$ cat src/rtl/mrq_pkg.sv
`timescale 1ns / 1ps
// ----------------------------------------------------------------------------
// mrq_pkg
// Shared types and constants of the multilevel ready queue.
// ----------------------------------------------------------------------------
package mrq_pkg;

	localparam int ID_SLOTS  = 64;
	localparam int ID_W      = $clog2(ID_SLOTS);
	localparam int LEVELS    = 7;
	localparam int LVL_W     = 3;
	localparam int LVL_DEPTH = 2 ** LVL_W;

	typedef enum logic [1:0] {
		KIND_ENQ = 2'd0,
		KIND_REM = 2'd1,
		KIND_SEL = 2'd2,
		KIND_NOP = 2'd3
	} kind_t;

	typedef enum logic [1:0] {
		OUT_OK        = 2'd0,
		OUT_NOT_FOUND = 2'd1,
		OUT_EMPTY     = 2'd2,
		OUT_DUPLICATE = 2'd3
	} outcome_t;

	typedef struct packed {
		kind_t             kind;
		logic [ID_W-1:0]   proc_id;
		logic [LVL_W-1:0]  level;
	} req_t;

	typedef struct packed {
		logic [ID_W-1:0] picked_id;
		outcome_t        outcome;
	} rsp_t;

	// control of the next-pointer store
	typedef struct packed {
		logic            we;
		logic [ID_W-1:0] waddr;
		logic [ID_W-1:0] wdata;
		logic            re;
		logic [ID_W-1:0] raddr;
	} link_port_t;

endpackage

$ cat src/rtl/mrq_link_ram.sv
`timescale 1ns / 1ps
// ----------------------------------------------------------------------------
// mrq_link_ram
// Simple dual-port RAM, one write and one registered read port.
// ----------------------------------------------------------------------------
module mrq_link_ram #(
	parameter int DEPTH = 64,
	parameter int WIDTH = 6,
	parameter int AW    = $clog2(DEPTH)
) (
	input  logic             clk,
	input  logic             we,
	input  logic [AW-1:0]    waddr,
	input  logic [WIDTH-1:0] wdata,
	input  logic             re,
	input  logic [AW-1:0]    raddr,
	output logic [WIDTH-1:0] rdata
);

	logic [WIDTH-1:0] mem [DEPTH];

	always_ff @(posedge clk) begin
		if (we) begin
			mem[waddr] <= wdata;
		end
	end

	always_ff @(posedge clk) begin
		if (re) begin
			rdata <= mem[raddr];
		end
	end

endmodule

$ cat src/rtl/mrq_ctrl.sv
`timescale 1ns / 1ps
// ----------------------------------------------------------------------------
// mrq_ctrl
// Operation sequencer: per-level head/tail tables, queued flags and the
// list walk for remove over the next-pointer RAM.
// ----------------------------------------------------------------------------
module mrq_ctrl (
	input  logic                      clk,
	input  logic                      arst_n,
	input  logic                      req_valid,
	output logic                      req_stall,
	input  mrq_pkg::req_t             req,
	output logic                      res_valid,
	output mrq_pkg::rsp_t             res,
	input  logic                      res_take,
	output mrq_pkg::link_port_t       link,
	input  logic [mrq_pkg::ID_W-1:0]  link_rdata
);

	typedef enum logic [1:0] {
		S_IDLE,
		S_DISP,
		S_WALK,
		S_FIN
	} state_t;

	state_t                       state_q, state_d;
	mrq_pkg::kind_t               kind_q, kind_d;
	logic [mrq_pkg::ID_W-1:0]     id_q, id_d;
	logic [mrq_pkg::LVL_W-1:0]    lv_q, lv_d;
	logic [mrq_pkg::ID_W-1:0]     cur_q, cur_d;
	logic [mrq_pkg::ID_W-1:0]     prev_q, prev_d;
	logic                         has_prev_q, has_prev_d;
	mrq_pkg::rsp_t                res_q, res_d;

	logic [mrq_pkg::ID_W-1:0]     head_q [mrq_pkg::LVL_DEPTH];
	logic [mrq_pkg::ID_W-1:0]     tail_q [mrq_pkg::LVL_DEPTH];
	logic [mrq_pkg::LVL_DEPTH-1:0] nonempty_q;
	logic [mrq_pkg::ID_SLOTS-1:0] queued_q;

	logic                         head_we, tail_we, ne_we, ne_wd, qd_we, qd_wd;
	logic [mrq_pkg::ID_W-1:0]     head_wd, tail_wd;

	logic [mrq_pkg::LVL_W-1:0]    req_lv, sel_lv, head_addr;
	logic                         sel_hit, at_tail;
	logic [mrq_pkg::ID_W-1:0]     head_rd, tail_rd;

	// out-of-range levels fold onto the nearest valid one
	always_comb begin
		if (req.level == '0) begin
			req_lv = mrq_pkg::LVL_W'(1);
		end else if (req.level > mrq_pkg::LVL_W'(mrq_pkg::LEVELS)) begin
			req_lv = mrq_pkg::LVL_W'(mrq_pkg::LEVELS);
		end else begin
			req_lv = req.level;
		end
	end

	// highest non-empty level, level 1 first
	always_comb begin
		sel_hit = 1'b0;
		sel_lv  = mrq_pkg::LVL_W'(1);
		for (int p = mrq_pkg::LEVELS; p >= 1; p--) begin
			if (nonempty_q[p]) begin
				sel_hit = 1'b1;
				sel_lv  = mrq_pkg::LVL_W'(p);
			end
		end
	end

	assign head_addr = (kind_q == mrq_pkg::KIND_SEL) ? sel_lv : lv_q;
	assign head_rd   = head_q[head_addr];
	assign tail_rd   = tail_q[lv_q];
	assign at_tail   = (cur_q == tail_rd);

	assign req_stall = (state_q != S_IDLE);
	assign res_valid = (state_q == S_FIN);
	assign res       = res_q;

	always_comb begin
		state_d    = state_q;
		kind_d     = kind_q;
		id_d       = id_q;
		lv_d       = lv_q;
		cur_d      = cur_q;
		prev_d     = prev_q;
		has_prev_d = has_prev_q;
		res_d      = res_q;
		head_we    = 1'b0;
		head_wd    = id_q;
		tail_we    = 1'b0;
		tail_wd    = id_q;
		ne_we      = 1'b0;
		ne_wd      = 1'b0;
		qd_we      = 1'b0;
		qd_wd      = 1'b0;
		link       = '0;

		unique case (state_q)
			S_IDLE: begin
				if (req_valid) begin
					kind_d  = req.kind;
					id_d    = req.proc_id;
					lv_d    = req_lv;
					state_d = S_DISP;
				end
			end
			S_DISP: begin
				res_d   = '{picked_id: '0, outcome: mrq_pkg::OUT_OK};
				state_d = S_FIN;
				unique case (kind_q)
					mrq_pkg::KIND_ENQ: begin
						if (queued_q[id_q]) begin
							res_d.outcome = mrq_pkg::OUT_DUPLICATE;
						end else begin
							if (!nonempty_q[lv_q]) begin
								head_we = 1'b1;
								ne_we   = 1'b1;
								ne_wd   = 1'b1;
							end else begin
								link.we    = 1'b1;
								link.waddr = tail_rd;
								link.wdata = id_q;
							end
							tail_we = 1'b1;
							qd_we   = 1'b1;
							qd_wd   = 1'b1;
						end
					end
					mrq_pkg::KIND_REM: begin
						if (!nonempty_q[lv_q]) begin
							res_d.outcome = mrq_pkg::OUT_NOT_FOUND;
						end else begin
							link.re    = 1'b1;
							link.raddr = head_rd;
							cur_d      = head_rd;
							has_prev_d = 1'b0;
							state_d    = S_WALK;
						end
					end
					mrq_pkg::KIND_SEL: begin
						if (sel_hit) begin
							res_d.picked_id = head_rd;
						end else begin
							res_d.picked_id = mrq_pkg::ID_W'(1);
							res_d.outcome   = mrq_pkg::OUT_EMPTY;
						end
					end
					default: begin
					end
				endcase
			end
			S_WALK: begin
				// link_rdata holds next_link[cur_q]
				if (cur_q == id_q) begin
					if (!has_prev_q) begin
						if (at_tail) begin
							ne_we = 1'b1;
							ne_wd = 1'b0;
						end else begin
							head_we = 1'b1;
							head_wd = link_rdata;
						end
					end else begin
						link.we    = 1'b1;
						link.waddr = prev_q;
						link.wdata = link_rdata;
						if (at_tail) begin
							tail_we = 1'b1;
							tail_wd = prev_q;
						end
					end
					qd_we   = 1'b1;
					qd_wd   = 1'b0;
					res_d   = '{picked_id: '0, outcome: mrq_pkg::OUT_OK};
					state_d = S_FIN;
				end else if (at_tail) begin
					res_d   = '{picked_id: '0, outcome: mrq_pkg::OUT_NOT_FOUND};
					state_d = S_FIN;
				end else begin
					prev_d     = cur_q;
					has_prev_d = 1'b1;
					cur_d      = link_rdata;
					link.re    = 1'b1;
					link.raddr = link_rdata;
				end
			end
			S_FIN: begin
				if (res_take) begin
					state_d = S_IDLE;
				end
			end
			default: begin
				state_d = S_IDLE;
			end
		endcase
	end

	always_ff @(posedge clk or negedge arst_n) begin
		if (!arst_n) begin
			state_q    <= S_IDLE;
			has_prev_q <= 1'b0;
		end else begin
			state_q    <= state_d;
			has_prev_q <= has_prev_d;
		end
	end

	always_ff @(posedge clk) begin
		kind_q <= kind_d;
		id_q   <= id_d;
		lv_q   <= lv_d;
		cur_q  <= cur_d;
		prev_q <= prev_d;
		res_q  <= res_d;
		if (head_we) begin
			head_q[lv_q] <= head_wd;
		end
		if (tail_we) begin
			tail_q[lv_q] <= tail_wd;
		end
	end

	always_ff @(posedge clk or negedge arst_n) begin
		if (!arst_n) begin
			nonempty_q <= '0;
			queued_q   <= '0;
		end else begin
			if (ne_we) begin
				nonempty_q[lv_q] <= ne_wd;
			end
			if (qd_we) begin
				queued_q[id_q] <= qd_wd;
			end
		end
	end

endmodule

$ cat src/rtl/multilevel_ready_queue.sv
`timescale 1ns / 1ps
// ----------------------------------------------------------------------------
// multilevel_ready_queue
// Seven-level priority ready queue with FIFO order per level, lists linked
// through one next-pointer RAM; enqueue, remove and select-head operations.
// ----------------------------------------------------------------------------
//
// channel  fields                      handshake
// req      kind, proc_id, level        req_valid / req_stall
// rsp      picked_id, outcome          rsp_valid / rsp_stall
//
// Enqueue, select, the unused kind and a remove on an empty level go from
// transfer through the dispatch and finish states to the output register;
// a remove that walks adds one walk step per entry passed before the id or
// the tail is reached (up to 63), one next-pointer RAM read per step.
// The next request can transfer in the cycle after the register is loaded.
// Reset clears the non-empty and queued flags at once; no clearing pass.
// A stalled result waits in the output register while the next request
// is taken; the sequencer holds its result until that register frees up.
module multilevel_ready_queue (
	input  logic          clk,
	input  logic          arst_n,
	input  logic          req_valid,
	output logic          req_stall,
	input  mrq_pkg::req_t req,
	output logic          rsp_valid,
	input  logic          rsp_stall,
	output mrq_pkg::rsp_t rsp
);

	mrq_pkg::link_port_t        link;
	logic [mrq_pkg::ID_W-1:0]   link_rdata;
	logic                       res_valid, res_take;
	mrq_pkg::rsp_t              res;
	logic                       rsp_valid_q;
	mrq_pkg::rsp_t              rsp_q;

	mrq_ctrl u_ctrl (
		.clk        (clk),
		.arst_n     (arst_n),
		.req_valid  (req_valid),
		.req_stall  (req_stall),
		.req        (req),
		.res_valid  (res_valid),
		.res        (res),
		.res_take   (res_take),
		.link       (link),
		.link_rdata (link_rdata)
	);

	mrq_link_ram #(
		.DEPTH (mrq_pkg::ID_SLOTS),
		.WIDTH (mrq_pkg::ID_W)
	) u_link_ram (
		.clk   (clk),
		.we    (link.we),
		.waddr (link.waddr),
		.wdata (link.wdata),
		.re    (link.re),
		.raddr (link.raddr),
		.rdata (link_rdata)
	);

	assign res_take = res_valid && (!rsp_valid_q || !rsp_stall);

	always_ff @(posedge clk or negedge arst_n) begin
		if (!arst_n) begin
			rsp_valid_q <= 1'b0;
		end else if (res_take) begin
			rsp_valid_q <= 1'b1;
		end else if (!rsp_stall) begin
			rsp_valid_q <= 1'b0;
		end
	end

	always_ff @(posedge clk) begin
		if (res_take) begin
			rsp_q <= res;
		end
	end

	assign rsp_valid = rsp_valid_q;
	assign rsp       = rsp_q;

endmodule

$ cat config.mk
export PLATFORM = sky130hd
export DESIGN_NAME = multilevel_ready_queue
export DESIGN_NICKNAME = d
export VERILOG_FILES = /design/src/rtl/mrq_pkg.sv /design/src/rtl/mrq_link_ram.sv /design/src/rtl/mrq_ctrl.sv /design/src/rtl/multilevel_ready_queue.sv
export SDC_FILE = /design/constraint.sdc
export NUM_CORES = 1
export LEC_CHECK = 0
export ABC_AREA = 0
export BUFFER_PORTS_ARGS = -buffer_cell sky130_fd_sc_hd__buf_2
export CAP_MARGIN = 15
export CORE_MARGIN = 5
export CORE_UTILIZATION = 34
export DETAILED_ROUTE_END_ITERATION = 16
export HOLD_SLACK_MARGIN = 0.03
export SETUP_SLACK_MARGIN = 0.02
export SLEW_MARGIN = 20
export SYNTH_ARGS = -nofsm -noshare
export SYNTH_HDL_FRONTEND = slang
export SYNTH_SLANG_ARGS = --single-unit
export TNS_END_PERCENT = 100
$ cat constraint.sdc
create_clock -name clk -period 5.1 [get_ports clk]
set_clock_uncertainty 0.1 [all_clocks]
set_input_delay 0.255 -clock clk [delete_from_list [all_inputs] [get_ports clk]]
set_output_delay 0.255 -clock clk [all_outputs]
set_load 0.05 [all_outputs]
==> results.md <==
* Max incr delay on CP at 0.61 ns
* WP buf/inv at 1
* Final hold vios at 0
* DRT antenna net count at 0
* Finished Cell Area at 0.0302 mm2
* Clock Power Share at 35.3%
* Io pins at 25
* Avg Synthesized Cell Area at 13.7 um2
* Drt total wl at 67.9 mm
* Worst path slowest cell: mux4_2
* Crit-path cells: nand2b_1 -> o31ai_4 -> mux4_2 -> mux2_2 -> a22o_1 -> buf_4 -> nor3_1 -> a222oi_1 -> o31ai_1 -> o311ai_1 -> a32o_1
* Site Rows at 101
* Capturing point of the worst reg2reg path: u_link_ram.rdata[3]$_DFFE_PP_
* GRT Total Usage at 16.2%
* Chip height at 287 um
* Routability congestion estimate at 0.889
* Status: completed
* Largest net degree at the start of global routing at 77
* Chip Width at 287 um
* Crit path max fanout at 19
* Syn Std Cell Area at 0.0261 mm2
* HP Start: req_valid
* Initial antenna violation count at 1
* Vias in the first global route at 16400
* Via count at 16400
* NetSw at 3960 uW
* Reg2Reg Depth at 11
* Share of the synthesized area in the top cell type at 60.3%
* Hold Path Depth at 4
* Htree depth at 2
* FF-to-FF Start: u_ctrl.kind_q[1]$_DFFE_PP_
* Unrepaired setup endpoints after global routing: no
* R2R Setup Slk at 0.20 ns
* Critical path arrival at 5.17 ns
* Initial core utilization at 34.3%
* Critical setup path kind: flip-flop to flip-flop
* #FFs+latches synth at 601
* PD cells at 436 mW/mm2
* CTS clk-pin slew, worst paths at 0.06 ns
* Critical Path End Type: flip-flop
* Async SR Flop Fraction at 12.6%
* Routed len/inst at 22.1 um
* CTS tree: yes
* Nets at 2009
* Synth Instances at 1908
* Switch share at 30.1%
* Crit start category: flip-flop
* DP Area at 0.0279 mm2
* Combinational power share at 20.9%
* Largest delay share family, worst path: compound AO/OA/AOI/OAI gates
* Maximum clock path buffer count at 3
* Synth-to-layout area growth at 15.4%
* Synthesis Warnings at 0
* GRT Residual Overflow at 0
* Drc violations at 0
* Layout cells sized above 1 at 17.9%
* WP data required at 5.37 ns
* Initial drt markers at 1515
* Max IR drop VDD at 277 uV
* Slew @ Worst Pin at 0.969 ns
* # diodes at 0
* Synth Flop Type: edfxtp_1
* Via density at 5.36
* FILL cells at 7050
* Core Area at 0.0761 mm2
* Slew headroom at 34.7%
* Sequential-to-total area share from yosys stat at 67.6%
* Final setup viols at 0
* Flop pwr share at 43.9%
* Hold Path Class: primary input to flip-flop
* Number of synthesized flops with an enable pin at 525
* Leak pwr at 0.0101 uW
* Fin crit period at 4.90 ns
* Tcrit/Tclk final at 96.1%
* Total CTS buffers at 58
* Achievable Freq at 204 MHz
* Port-buffer cells at 24
* First-pass GRT wire length at 102 mm
* Clock root cell: clkbuf_16
* Setup TNS at 0 ns
* Post-synth top area cell: edfxtp_1
* Clock sinks at 601
* Die area at 0.0825 mm2
* Clk_lat worst skew at 0.63 ns
* Post-synth cell types at 88
* Worst Hold End: u_ctrl.state_q[1]$_DFFE_PN0P_
* Int Pwr at 9190 uW
* Max-cap viol count at 0
* Dpl hpwl at 43.9 mm
* Slew Limit Fails at 0
* Mapped Nets at 1928
* DR pass1 iterations at 6
* Synth top area cells: edfxtp_1 (60%), dfrtp_1 (7.3%), mux2i_1 (4.5%)
## cells in the mapped netlist (all sizes together), types with 20 or more instances
cell	number
nand2b	22
buf	53
a22oi	20
clkbuf	59
edfxtp	525
o21ai	56
o211ai	22
nand3	62
nor2	173
nand2	243
a21oi	41
mux2i	118
nor3	54
mux2	100
inv	22
dfrtp	76
## worst max path at each step
| stage | start | end | slack (ns) | cells past startpoint |
|---|---|---|---|---|
| 2_1_floorplan | u_ctrl.id_q[1]$_DFFE_PP_ | u_link_ram.mem[0][1]$_DFFE_PP_ | 0.52 | 11 |
| 3_3_place_gp | u_ctrl.kind_q[1]$_DFFE_PP_ | u_link_ram.rdata[5]$_DFFE_PP_ | 0.33 | 11 |
| 3_5_place_dp | u_ctrl.lv_q[0]$_SDFFCE_PP1P_ | u_link_ram.rdata[3]$_DFFE_PP_ | 0.29 | 14 |
| 4_1_cts | u_ctrl.lv_q[0]$_SDFFCE_PP1P_ | u_link_ram.rdata[3]$_DFFE_PP_ | 0.24 | 13 |
| 5_1_grt | u_ctrl.lv_q[1]$_SDFFCE_PP0P_ | u_link_ram.rdata[3]$_DFFE_PP_ | 0.08 | 15 |
| 6_report | u_ctrl.kind_q[1]$_DFFE_PP_ | u_link_ram.rdata[3]$_DFFE_PP_ | 0.20 | 11 |
## power by group through the flow
stage	registers [uW]	logic [uW]	clock network, uW
finish	5770	2740	4640
global route	5780	2930	4930
CTS	5770	2700	4730
detailed placement	5870	2690	0
global placement	5860	2670	0
floorplan	5870	1700	0
## what timing repair did
| action | CTS | global route |
|---|---|---|
| endpoints found under the setup margin | 0 | 3 |
| buffers inserted | 0 | 1 |
| hold buffers | 13 | 0 |
| gates resized for setup | 0 | 1 |
| hold endpoints to repair | 88 | 0 |
## state kept, by name, indices dropped and copies added, names as in the netlist, 8 cells and up
signal / flops
u_ctrl.queued_q: 64
u_ctrl.res: 8
u_ctrl.head_q: 48
rsp: 8
u_ctrl.nonempty_q: 8
u_link_ram.mem: 384
u_ctrl.tail_q: 48
## area by class of cell
cell class                      count  area (um2)  share of cell area (%)
Inverter                           22        82.6                   0.274
Timing Repair Buffer              133        1150                    3.82
Clock buffer                       63        1470                    4.87
Clock inverter                     44         592                    1.96
Sequential cell                   601       17700                    58.6
Tap cell                         1030        1290                    4.27
Multi-Input combinational cell   1173        7910                    26.2
## worst reg2reg max path, cell delays in order, from the launching register on
cell and delay (ns):
edfxtp_1 0.51, nand2b_1 0.29, o31ai_4 0.60, mux4_2 0.61, mux2_2 0.34, a22o_1 0.24
buf_4 0.25, nor3_1 0.60, a222oi_1 0.25, o31ai_1 0.15, o311ai_1 0.31, a32o_1 0.38
## through the flow
step | utilization [%] | setup slack, ns | power [uW] | hold slack, ns | instances
finish | 39.6 | 0.201 | 13200 | 0.102 | 3066
floorplan | - | 0.524 | 7570 | -0.141 | 1908
global route | 39.6 | 0.0755 | 13600 | 0.177 | 3066
CTS | 39.6 | 0.237 | 13200 | 0.0681 | 3065
global placement | 36.7 | 0.330 | 8530 | 0.312 | 2945
detailed placement | 36.7 | 0.285 | 8560 | 0.306 | 2945
## cells by family (layout without fill, tap and decap cells)
logic type / count (synthesis) / in the layout / share of synthesized area, %
AOI/OAI and AO/OA: 287 / 287 / 7.96
muxes: 236 / 236 / 10.4
DFF: 601 / 601 / 67.6
adders and majority gates: 5 / 5 / 0.239
xor gates and xnor gates: 7 / 7 / 0.235
buffers and inverters: 134 / 262 / 2.48
and+or+nand+nor: 638 / 638 / 11.1
## metal layers
metal  up-vias  part of all wire (%)  GRT usage (%)
met5         -                     0              0
met4         0                   3.3           5.43
met3       143                   7.4           3.61
met2       637                    47           26.4
met1      8244                    42           21.5
li1       7395                     -              -
## layout by cell type, fill, tap and decap left out, drive strengths merged, types with 8 or more instances in the layout
master / Yosys / routed
nor2: 173 / 173
buf: 53 / 120
nor3: 54 / 54
mux2i: 118 / 118
a221oi: 9 / 9
o31ai: 10 / 10
inv: 22 / 28
edfxtp: 525 / 525
or3: 18 / 18
dlygate4sd3: 0 / 13
o21ai: 56 / 56
and3: 14 / 14
nand2b: 22 / 22
clkbuf: 59 / 63
nand3: 62 / 62
a21o: 8 / 8
a22oi: 20 / 20
bufinv: 0 / 13
and2: 10 / 10
a21oi: 41 / 41
nand2: 243 / 243
nor2b: 8 / 8
a31oi: 16 / 16
a2bb2oi: 9 / 9
dfrtp: 76 / 76
o211ai: 22 / 22
o22ai: 9 / 9
clkinv: 0 / 19
a32oi: 11 / 11
mux2: 100 / 100
mux4: 18 / 18
No activity file was read; power rests on OpenSTA's default activity.
